File: config.mk
export PLATFORM = sky130hd
export DESIGN_NAME = frame_bitmap_allocator_unit
export DESIGN_NICKNAME = d
export VERILOG_FILES = /design/src/fba_pkg.sv /design/src/fba_word_store.sv /design/src/frame_bitmap_allocator_unit.sv
export SDC_FILE = /design/constraint.sdc
export NUM_CORES = 2
export LEC_CHECK = 0
export ABC_AREA = 1
export BUFFER_PORTS_ARGS = -buffer_cell sky130_fd_sc_hd__buf_2
export CORE_MARGIN = 2
export CORE_UTILIZATION = 35
export CTS_CLUSTER_DIAMETER = 40
export DETAILED_ROUTE_END_ITERATION = 10
export GPL_TIMING_DRIVEN = 0
export HOLD_SLACK_MARGIN = 0.1
export SYNTH_ARGS = -nofsm -noshare
export SYNTH_HDL_FRONTEND = slang
export SYNTH_HIERARCHICAL = 1
export SYNTH_SLANG_ARGS = --single-unit
File: constraint.sdc
create_clock -name i_clk -period 7.9 [get_ports i_clk]
set_clock_uncertainty 0.2 [all_clocks]
set_input_delay 0.79 -clock i_clk [delete_from_list [all_inputs] [get_ports i_clk]]
set_output_delay 0.79 -clock i_clk [all_outputs]
set_load 0.01 [all_outputs]
File: src/fba_pkg.sv
// Shared types, constants and helper functions for the frame bitmap allocator.
// No dependencies; imported by fba_word_store and frame_bitmap_allocator_unit.
package fba_pkg;

    // Bitmap word geometry
    localparam int unsigned WORD_BITS = 8;
    localparam int unsigned BIT_W     = 3;
    localparam logic [WORD_BITS-1:0] WORD_FULL = 8'hFF;

    // Address geometry
    localparam int unsigned PAGE_SHIFT = 12;
    localparam int unsigned ADDR_W     = 32;
    localparam int unsigned BASE_W     = ADDR_W - PAGE_SHIFT;
    localparam logic [BASE_W-1:0] BASE_RESET = 20'd4096;

    // Stream widths
    localparam int unsigned S_DATA_W = 8;
    localparam int unsigned M_DATA_W = ADDR_W;
    localparam int unsigned M_USER_W = 1;

    // Allocator sequencer states
    typedef enum logic [1:0] {
        S_IDLE,
        S_LOOK,
        S_PUSH
    } t_state;

    // Return the position of the lowest clear bit of a word (0 if none)
    function automatic logic [BIT_W-1:0] f_low_zero(input logic [WORD_BITS-1:0] word);
        logic [BIT_W-1:0] pos;
        pos = '0;
        for (int i = WORD_BITS - 1; i >= 0; i--) begin
            if (!word[i]) begin
                pos = BIT_W'(i);
            end
        end
        return pos;
    endfunction

endpackage

File: src/fba_word_store.sv
// Bitmap word memory with one read and one write port and a fill count.
// Entries at or above the fill count were never written and read as zero.
// Depends on fba_pkg.
module fba_word_store #(
    parameter  int unsigned MAP_WORDS = 128,
    localparam int unsigned IW = (MAP_WORDS > 1) ? $clog2(MAP_WORDS) : 1
) (
    input  logic                           i_clk,
    input  logic                           i_rst_n,
    input  logic                           i_rd_en,
    input  logic [IW-1:0]                  i_rd_idx,
    input  logic                           i_wr_en,
    input  logic [IW-1:0]                  i_wr_idx,
    input  logic [fba_pkg::WORD_BITS-1:0]  i_wr_data,
    output logic [fba_pkg::WORD_BITS-1:0]  o_rd_data
);
    import fba_pkg::*;

    localparam int unsigned CW = $clog2(MAP_WORDS + 1);

    logic [WORD_BITS-1:0] r_mem [MAP_WORDS];
    logic [WORD_BITS-1:0] r_rd_data;
    logic                 r_rd_blank;
    logic [CW-1:0]        r_fill;

    // Write port
    always_ff @(posedge i_clk) begin
        if (i_wr_en) begin
            r_mem[i_wr_idx] <= i_wr_data;
        end
    end

    // Read port, registered; flag entries never written
    always_ff @(posedge i_clk) begin
        if (i_rd_en) begin
            r_rd_data  <= r_mem[i_rd_idx];
            r_rd_blank <= (CW'(i_rd_idx) >= r_fill);
        end
    end

    // Advance the fill count when the first unwritten entry is written
    always_ff @(posedge i_clk) begin
        if (!i_rst_n) begin
            r_fill <= '0;
        end else if (i_wr_en && (CW'(i_wr_idx) == r_fill)) begin
            r_fill <= r_fill + 1'b1;
        end
    end

    assign o_rd_data = r_rd_blank ? '0 : r_rd_data;

`ifndef SYNTHESIS
    // Writes never skip past the fill count
    a_wr_in_fill: assert property (@(posedge i_clk) disable iff (!i_rst_n)
        i_wr_en |-> (CW'(i_wr_idx) <= r_fill))
        else $error("bitmap write beyond fill count");

    // Fill count stays within the memory
    a_fill_range: assert property (@(posedge i_clk) disable iff (!i_rst_n)
        r_fill <= CW'(MAP_WORDS))
        else $error("fill count out of range");

    // Never read and write the same entry in one cycle
    a_no_rw_clash: assert property (@(posedge i_clk) disable iff (!i_rst_n)
        (i_wr_en && i_rd_en) |-> (i_wr_idx != i_rd_idx))
        else $error("read and write to the same entry");
`endif

endmodule

File: src/frame_bitmap_allocator_unit.sv
// First-fit page frame allocator: top level with request sequencer and output register.
// Depends on fba_pkg and fba_word_store.
//
// Usage:
//   Slave stream s_*: one transaction per request; s_tdata[0] is the reserve token.
//   A token of 1 reserves the lowest free frame; a token of 0 returns an empty result.
//   Master stream m_*: one transaction per request, in request order;
//   m_tdata is the frame byte address, m_tuser[0] flags that no frame was free
//   (address 0 then). The address is (area_base_page + frame index) << 12, mod 2^32.
//   Configuration: i_cfg_we writes i_cfg_wdata into area_base_page; write only when idle.
// Sequencing:
//   A reservation reads the word at the first-not-full pointer on acceptance, is
//   evaluated and written back in S_LOOK and reaches the output register from S_PUSH;
//   the pointer makes one read suffice. An empty or refused request goes straight
//   to S_PUSH. The sequencer returns to idle with the output load, so no new request
//   is taken before the last result is loaded, and a stalled output delays that load.
// Reset: the bitmap reads as all free at once (fill count cleared, no clearing pass),
//   area_base_page returns to 4096 and the output register empties.
// Stall: a stalled master side holds the result in the output register; the next
//   request is still accepted and evaluated, then waits until the output register drains.
module frame_bitmap_allocator_unit #(
    parameter int unsigned MAP_WORDS = 128
) (
    input  logic                          i_clk,
    input  logic                          i_rst_n,
    // Configuration
    input  logic                          i_cfg_we,
    input  logic [fba_pkg::BASE_W-1:0]    i_cfg_wdata,   // area_base_page
    // Request stream
    input  logic                          s_tvalid,
    output logic                          s_tready,
    input  logic [fba_pkg::S_DATA_W-1:0]  s_tdata,       // [0] reserve, [7:1] zero
    // Result stream
    output logic                          m_tvalid,
    input  logic                          m_tready,
    output logic [fba_pkg::M_DATA_W-1:0]  m_tdata,       // [31:0] frame_address
    output logic [fba_pkg::M_USER_W-1:0]  m_tuser        // [0] out_of_space
);
    import fba_pkg::*;

    localparam int unsigned IW = (MAP_WORDS > 1) ? $clog2(MAP_WORDS) : 1;
    localparam int unsigned CW = $clog2(MAP_WORDS + 1);
    localparam logic [CW-1:0] IDX_END  = CW'(MAP_WORDS);
    localparam logic [CW-1:0] IDX_LAST = CW'(MAP_WORDS - 1);

    t_state              r_state, n_state;
    logic [CW-1:0]       r_idx, n_idx;
    logic [CW-1:0]       r_hint, n_hint;
    logic [ADDR_W-1:0]   r_res_addr, n_res_addr;
    logic                r_res_oos, n_res_oos;
    logic [BASE_W-1:0]   r_base;
    logic                r_out_valid;
    logic [ADDR_W-1:0]   r_out_addr;
    logic                r_out_oos;

    logic [WORD_BITS-1:0] rd_word;
    logic [WORD_BITS-1:0] new_word;
    logic [BIT_W-1:0]     free_bit;
    logic                 word_full;
    logic [BASE_W-1:0]    frame_page;
    logic [CW-1:0]        idx_next;
    logic                 out_free;
    logic                 mem_rd_en;
    logic [IW-1:0]        mem_rd_idx;
    logic                 mem_we;

    // Bitmap storage
    fba_word_store #(
        .MAP_WORDS (MAP_WORDS)
    ) u_store (
        .i_clk     (i_clk),
        .i_rst_n   (i_rst_n),
        .i_rd_en   (mem_rd_en),
        .i_rd_idx  (mem_rd_idx),
        .i_wr_en   (mem_we),
        .i_wr_idx  (r_idx[IW-1:0]),
        .i_wr_data (new_word),
        .o_rd_data (rd_word)
    );

    // Pick the lowest free frame of the word just read
    assign word_full  = (rd_word == WORD_FULL);
    assign free_bit   = f_low_zero(rd_word);
    assign new_word   = rd_word | (WORD_BITS'(1) << free_bit);
    assign frame_page = r_base + BASE_W'({r_idx[IW-1:0], free_bit});
    assign idx_next   = CW'(r_idx + 1'b1);
    assign out_free   = !r_out_valid || m_tready;

    // Next state and scan bookkeeping
    always_comb begin
        n_state    = r_state;
        n_idx      = r_idx;
        n_hint     = r_hint;
        n_res_addr = r_res_addr;
        n_res_oos  = r_res_oos;
        unique case (r_state)
            S_IDLE: begin
                if (s_tvalid) begin
                    if (!s_tdata[0] || (r_hint == IDX_END)) begin
                        n_res_addr = '0;
                        n_res_oos  = s_tdata[0];
                        n_state    = S_PUSH;
                    end else begin
                        n_idx   = r_hint;
                        n_state = S_LOOK;
                    end
                end
            end
            S_LOOK: begin
                if (word_full) begin
                    if (r_idx == IDX_LAST) begin
                        n_res_addr = '0;
                        n_res_oos  = 1'b1;
                        n_hint     = IDX_END;
                        n_state    = S_PUSH;
                    end else begin
                        n_idx = idx_next;
                    end
                end else begin
                    n_res_addr = {frame_page, PAGE_SHIFT'(0)};
                    n_res_oos  = 1'b0;
                    n_hint     = (new_word == WORD_FULL) ? idx_next : r_idx;
                    n_state    = S_PUSH;
                end
            end
            S_PUSH: begin
                if (out_free) begin
                    n_state = S_IDLE;
                end
            end
            default: begin
                n_state = S_IDLE;
            end
        endcase
    end

    // Handshake and memory controls
    always_comb begin
        s_tready   = 1'b0;
        mem_rd_en  = 1'b0;
        mem_rd_idx = r_hint[IW-1:0];
        mem_we     = 1'b0;
        unique case (r_state)
            S_IDLE: begin
                s_tready  = 1'b1;
                mem_rd_en = s_tvalid && s_tdata[0] && (r_hint != IDX_END);
            end
            S_LOOK: begin
                mem_rd_en  = word_full && (r_idx != IDX_LAST);
                mem_rd_idx = idx_next[IW-1:0];
                mem_we     = !word_full;
            end
            S_PUSH: begin
            end
            default: begin
            end
        endcase
    end

    // Sequencer registers
    always_ff @(posedge i_clk) begin
        if (!i_rst_n) begin
            r_state <= S_IDLE;
            r_hint  <= '0;
        end else begin
            r_state <= n_state;
            r_hint  <= n_hint;
        end
    end

    // Scan index and pending result
    always_ff @(posedge i_clk) begin
        r_idx      <= n_idx;
        r_res_addr <= n_res_addr;
        r_res_oos  <= n_res_oos;
    end

    // Area base register
    always_ff @(posedge i_clk) begin
        if (!i_rst_n) begin
            r_base <= BASE_RESET;
        end else if (i_cfg_we) begin
            r_base <= i_cfg_wdata;
        end
    end

    // Output register: load a finished result, drop it once taken
    always_ff @(posedge i_clk) begin
        if (!i_rst_n) begin
            r_out_valid <= 1'b0;
        end else if ((r_state == S_PUSH) && out_free) begin
            r_out_valid <= 1'b1;
        end else if (m_tready) begin
            r_out_valid <= 1'b0;
        end
    end

    always_ff @(posedge i_clk) begin
        if ((r_state == S_PUSH) && out_free) begin
            r_out_addr <= r_res_addr;
            r_out_oos  <= r_res_oos;
        end
    end

    assign m_tvalid   = r_out_valid;
    assign m_tdata    = r_out_addr;
    assign m_tuser[0] = r_out_oos;

`ifndef SYNTHESIS
    // The scan never looks below the first-not-full pointer
    a_scan_from_hint: assert property (@(posedge i_clk) disable iff (!i_rst_n)
        (r_state == S_LOOK) |-> (r_idx >= r_hint) && (r_idx < IDX_END))
        else $error("scan index outside the live range");

    // A write-back only replaces a word that still had a free frame
    a_wb_not_full: assert property (@(posedge i_clk) disable iff (!i_rst_n)
        mem_we |-> (rd_word != WORD_FULL) && $onehot(new_word ^ rd_word))
        else $error("write-back does not set exactly one new bit");

    // An out-of-space result carries address zero
    a_oos_addr_zero: assert property (@(posedge i_clk) disable iff (!i_rst_n)
        (m_tvalid && m_tuser[0]) |-> (m_tdata == '0))
        else $error("out-of-space result with nonzero address");

    // Once every frame is taken the bitmap is no longer written; full is reported without a memory read
    a_full_no_read: assert property (@(posedge i_clk) disable iff (!i_rst_n)
        (r_hint == IDX_END) |-> !mem_we)
        else $error("bitmap written after it was full");
`endif

endmodule

==> impl_metrics.tcl <==
set metrics [dict create \
    cts-resized-gates 0 \
    fp.dieArea_um2 137000 \
    power.share.combinational_pct 7.1 \
    grt_resource_usage_total_pct 20.8 \
    worst_pin_slew_ns 1.50 \
    multi_input_area_um2 12400 \
    type_of_origin_of_the_critical_path "flip-flop" \
    p_sw_share_pct 23.7 \
    path_max_fanout 13 \
    clock_path_buffers 3 \
    power.leakage_nw 20.3 \
    placeable_area_um2 133000 \
    most-common-layout-cells "sky130_fd_sc_hd__nand2_1, sky130_fd_sc_hd__edfxtp_1, sky130_fd_sc_hd__nand3_1" \
    finalCritPeriodShare_pct 65.4 \
    gpl_congestion 0.983 \
    num_rows 134 \
    synth_flop_cell "sky130_fd_sc_hd__edfxtp_1" \
    yosys_warnings 6 \
    die_width_um 371 \
    port_buffers 48 \
    synth_top_cell_by_area "sky130_fd_sc_hd__edfxtp_1" \
    grt_antenna_before_repair 3 \
    number_of_clock_sinks 1122 \
    cts_made_buffers 147 \
    p_clk_share_pct 46.7 \
    dpl_hpwl_um 98000 \
    worst_slew_margin_rel_pct -0.0190 \
    wirelength_um 144000 \
    final_common_cell "sky130_fd_sc_hd__nand2_1" \
    clkTransAtPathRegs_ns 0.06 \
    via_count_of_the_first_global_routing_pass 31100 \
    max_cap_viol_count 2 \
    grt_first_pass_wirelength_um 208000 \
    grt_use_met2_pct 31.8 \
    start_util_pct 35.3 \
    detailroute.via_count 33200 \
    synth_area_leaders "sky130_fd_sc_hd__edfxtp_1, sky130_fd_sc_hd__nand2_1, sky130_fd_sc_hd__nand3_1, sky130_fd_sc_hd__dfxtp_1, sky130_fd_sc_hd__nor2_1" \
    path_class "reg -> reg" \
    hold_viol 0 \
    cp.arrival_ns 5.33 \
    globalRouteOverflowTotal 0 \
    netlist_area_before_placement_um2 47100 \
    syn-instance-count 4147 \
    setup_ws_ns 2.73 \
    power.switching_mw 3.39 \
    maximum_resistive_drop_on_vdd_mv 0.179 \
    final.fill_count 12600 \
    drt-pass1-iter-count 8 \
    io-pin-count 68 \
    grt_max_degree 138 \
    synth.top_cell.area_share_pct 69.1 \
    synth_edf_count 1083 \
    vias_per_cell 5.19 \
    clock-root-buffer "sky130_fd_sc_hd__clkbuf_16" \
    fin_tns_setup_ns 0 \
    use_met1_pct 27.7 \
    regArea_um2 33300 \
    synth.distinct_cells 40 \
    p_seq_share_pct 46.1 \
    async_flop_share_pct 0 \
    crit_required_ns 8.06 \
    post-route-cell-area_um2 55400 \
    syn_area_per_cell_um2 11.4 \
    ctsHtreeMaxLevel 4 \
    period_needed_ns 5.17 \
    power-per-cell-area_nw_per_um2 258 \
    fraction_of_layout_cells_with_a_size_suffix_above_1_pct 11.3 \
    holdBufCountCts 12 \
    groute.layer.met3.usage_pct 5.32 \
    global_route.peak_usage_layer "met2" \
    worst_setup_path_end_kind "flip-flop" \
    drt_iter0_markers 3825 \
    num-nets-final 4557 \
    setup_repair_after_global_routing_missed_its_margin "no" \
    worst_skew_pair.late_latency_ns 0.76 \
    finalSetupViolCount 0 \
    drt_drc_violations_left 0 \
    synth.yosys.seq_area_share_pct 70.7 \
    antenna_left 0 \
    area_growth_syn_to_layout_pct 17.8 \
    postPlaceCellArea_um2 50300 \
    routedWlPerCell_um 22.5 \
    fp.dieH_um 371 \
    outcome "finished with violations" \
    ys_seq_elements 1122 \
    hp-class "in -> reg" \
    fmax_mhz 193 \
    cellInternalPower_mw 10.9 \
    dpl_worst_slack_ns 2.91 \
    cts_setup_buffers 0 \
    final_max_slew_viol_count 10 \
    failing_checks "max-capacitance violations, max-slew violations" \
    tritoncts_clock_tree "built" \
]
==> critical path: stages, from the launching register on <==
cell	delay [ns]
sky130_fd_sc_hd__edfxtp_1	0.35
sky130_fd_sc_hd__clkbuf_1	0.19
sky130_fd_sc_hd__nor2_1	0.43
sky130_fd_sc_hd__nand2_2	0.14
sky130_fd_sc_hd__nor2_4	0.15
sky130_fd_sc_hd__inv_2	0.06
sky130_fd_sc_hd__nor2_1	0.16
sky130_fd_sc_hd__nor2_1	0.10
sky130_fd_sc_hd__clkbuf_1	0.38
sky130_fd_sc_hd__buf_1	0.36
sky130_fd_sc_hd__nand2_1	0.62
sky130_fd_sc_hd__clkbuf_1	1.10
sky130_fd_sc_hd__nor2_1	0.51
==> path summary, 6_finish.rpt <==
kind                                                   start                         endpoint  slack (ns)  cells after the start
worst max-delay path            u_store/r_rd_blank$_DFFE_PP_  u_store/r_mem[111][4]$_DFFE_PP_        2.73                     12
worst min-delay path                         i_cfg_wdata[13]          r_base[13]$_SDFFE_PN0P_        0.15                      3
worst max register to register  u_store/r_rd_blank$_DFFE_PP_  u_store/r_mem[111][4]$_DFFE_PP_        2.73                     12
worst min register to register  r_res_addr[26]$_SDFFCE_PN0P_            m_tdata[26]$_DFFE_PP_        0.22                      0
==> cells by family (layout without fill, tap and decap cells) <==
group,count (synthesis),in the layout,synth area share [%]
compound gates,122,122,1.39
xor+xnor,11,11,0.205
fa+ha+maj,20,20,0.548
buf+inv,352,691,4.19
other cells,2,142,0.0160
simple gates,2518,2518,22.9
flops,1122,1122,70.7
==> through the flow <==
stage	std cells	utilization, %	total power [mW]	hold WS, ns
floorplan	4285	-	7.28	0.200
global placement	6101	37.5	7.70	0.202
detailed placement	6111	37.7	7.71	0.205
CTS	6392	41.5	14.4	0.109
global route	6392	41.5	14.7	0.165
finish	6394	41.5	14.3	0.146
==> layer usage <==
layer  part of all wire [%]  vias to the layer above
met5                      0                        -
met4                    4.9                        0
met2                     45                     1705
li1                       -                    15200
met1                     40                    16000
met3                     10                      354
==> flip-flops by register name, summed over array words and instances, names as in the netlist, 2 cells and up <==
| name | count |
|---|---|
| r_idx | 8 |
| m_tdata | 20 |
| u_store/r_rd_data | 8 |
| u_store/r_fill | 8 |
| r_state | 2 |
| r_base | 20 |
| u_store/r_mem | 1024 |
| r_hint | 8 |
| r_res_addr | 20 |
==> area by class of cell <==
| class | instances | share of cell area (%) |
|---|---|---|
| flip-flops and latches | 1122 | 60.1 |
| well taps | 1768 | 3.99 |
| clock inverters | 105 | 2.08 |
| clock buffers | 164 | 6.87 |
| repair buffers | 70 | 1.10 |
| multi-input cells | 2811 | 22.3 |
| diodes | 2 | 0.00903 |
| plain buffers | 253 | 2.88 |
| inverters | 99 | 0.697 |
==> synthesized netlist by cell type, types with 4 or more instances <==
library cell and n:
sky130_fd_sc_hd__a31oi_1 5, sky130_fd_sc_hd__buf_4 32, sky130_fd_sc_hd__clkbuf_1 41, sky130_fd_sc_hd__nor2_1 192
sky130_fd_sc_hd__buf_2 119, sky130_fd_sc_hd__nor4_1 4, sky130_fd_sc_hd__buf_1 11, sky130_fd_sc_hd__inv_2 4
sky130_fd_sc_hd__dfxtp_1 39, sky130_fd_sc_hd__inv_1 92, sky130_fd_sc_hd__nand3_1 959, sky130_fd_sc_hd__o21ai_1 7
sky130_fd_sc_hd__nand4_1 22, sky130_fd_sc_hd__o21ai_0 40, sky130_fd_sc_hd__edfxtp_1 1083, sky130_fd_sc_hd__nor3_1 14
sky130_fd_sc_hd__o21bai_1 4, sky130_fd_sc_hd__buf_6 50, sky130_fd_sc_hd__ha_1 19, sky130_fd_sc_hd__xnor2_1 4
sky130_fd_sc_hd__xor2_1 7, sky130_fd_sc_hd__a21oi_1 56, sky130_fd_sc_hd__o21a_1 5, sky130_fd_sc_hd__nand2_1 1319
==> power by group through the flow <==
| stage | Combinational [mW] | Sequential, mW | Clock [mW] |
|---|---|---|---|
| 6_report | 1.02 | 6.60 | 6.68 |
| 5_1_grt | 1.09 | 6.60 | 7.03 |
| 4_1_cts | 0.997 | 6.60 | 6.77 |
| 3_5_place_dp | 0.989 | 6.72 | 0 |
| 3_3_place_gp | 0.959 | 6.75 | 0 |
| 2_1_floorplan | 0.561 | 6.72 | 0 |
No activity file was read; power rests on OpenSTA's default activity.
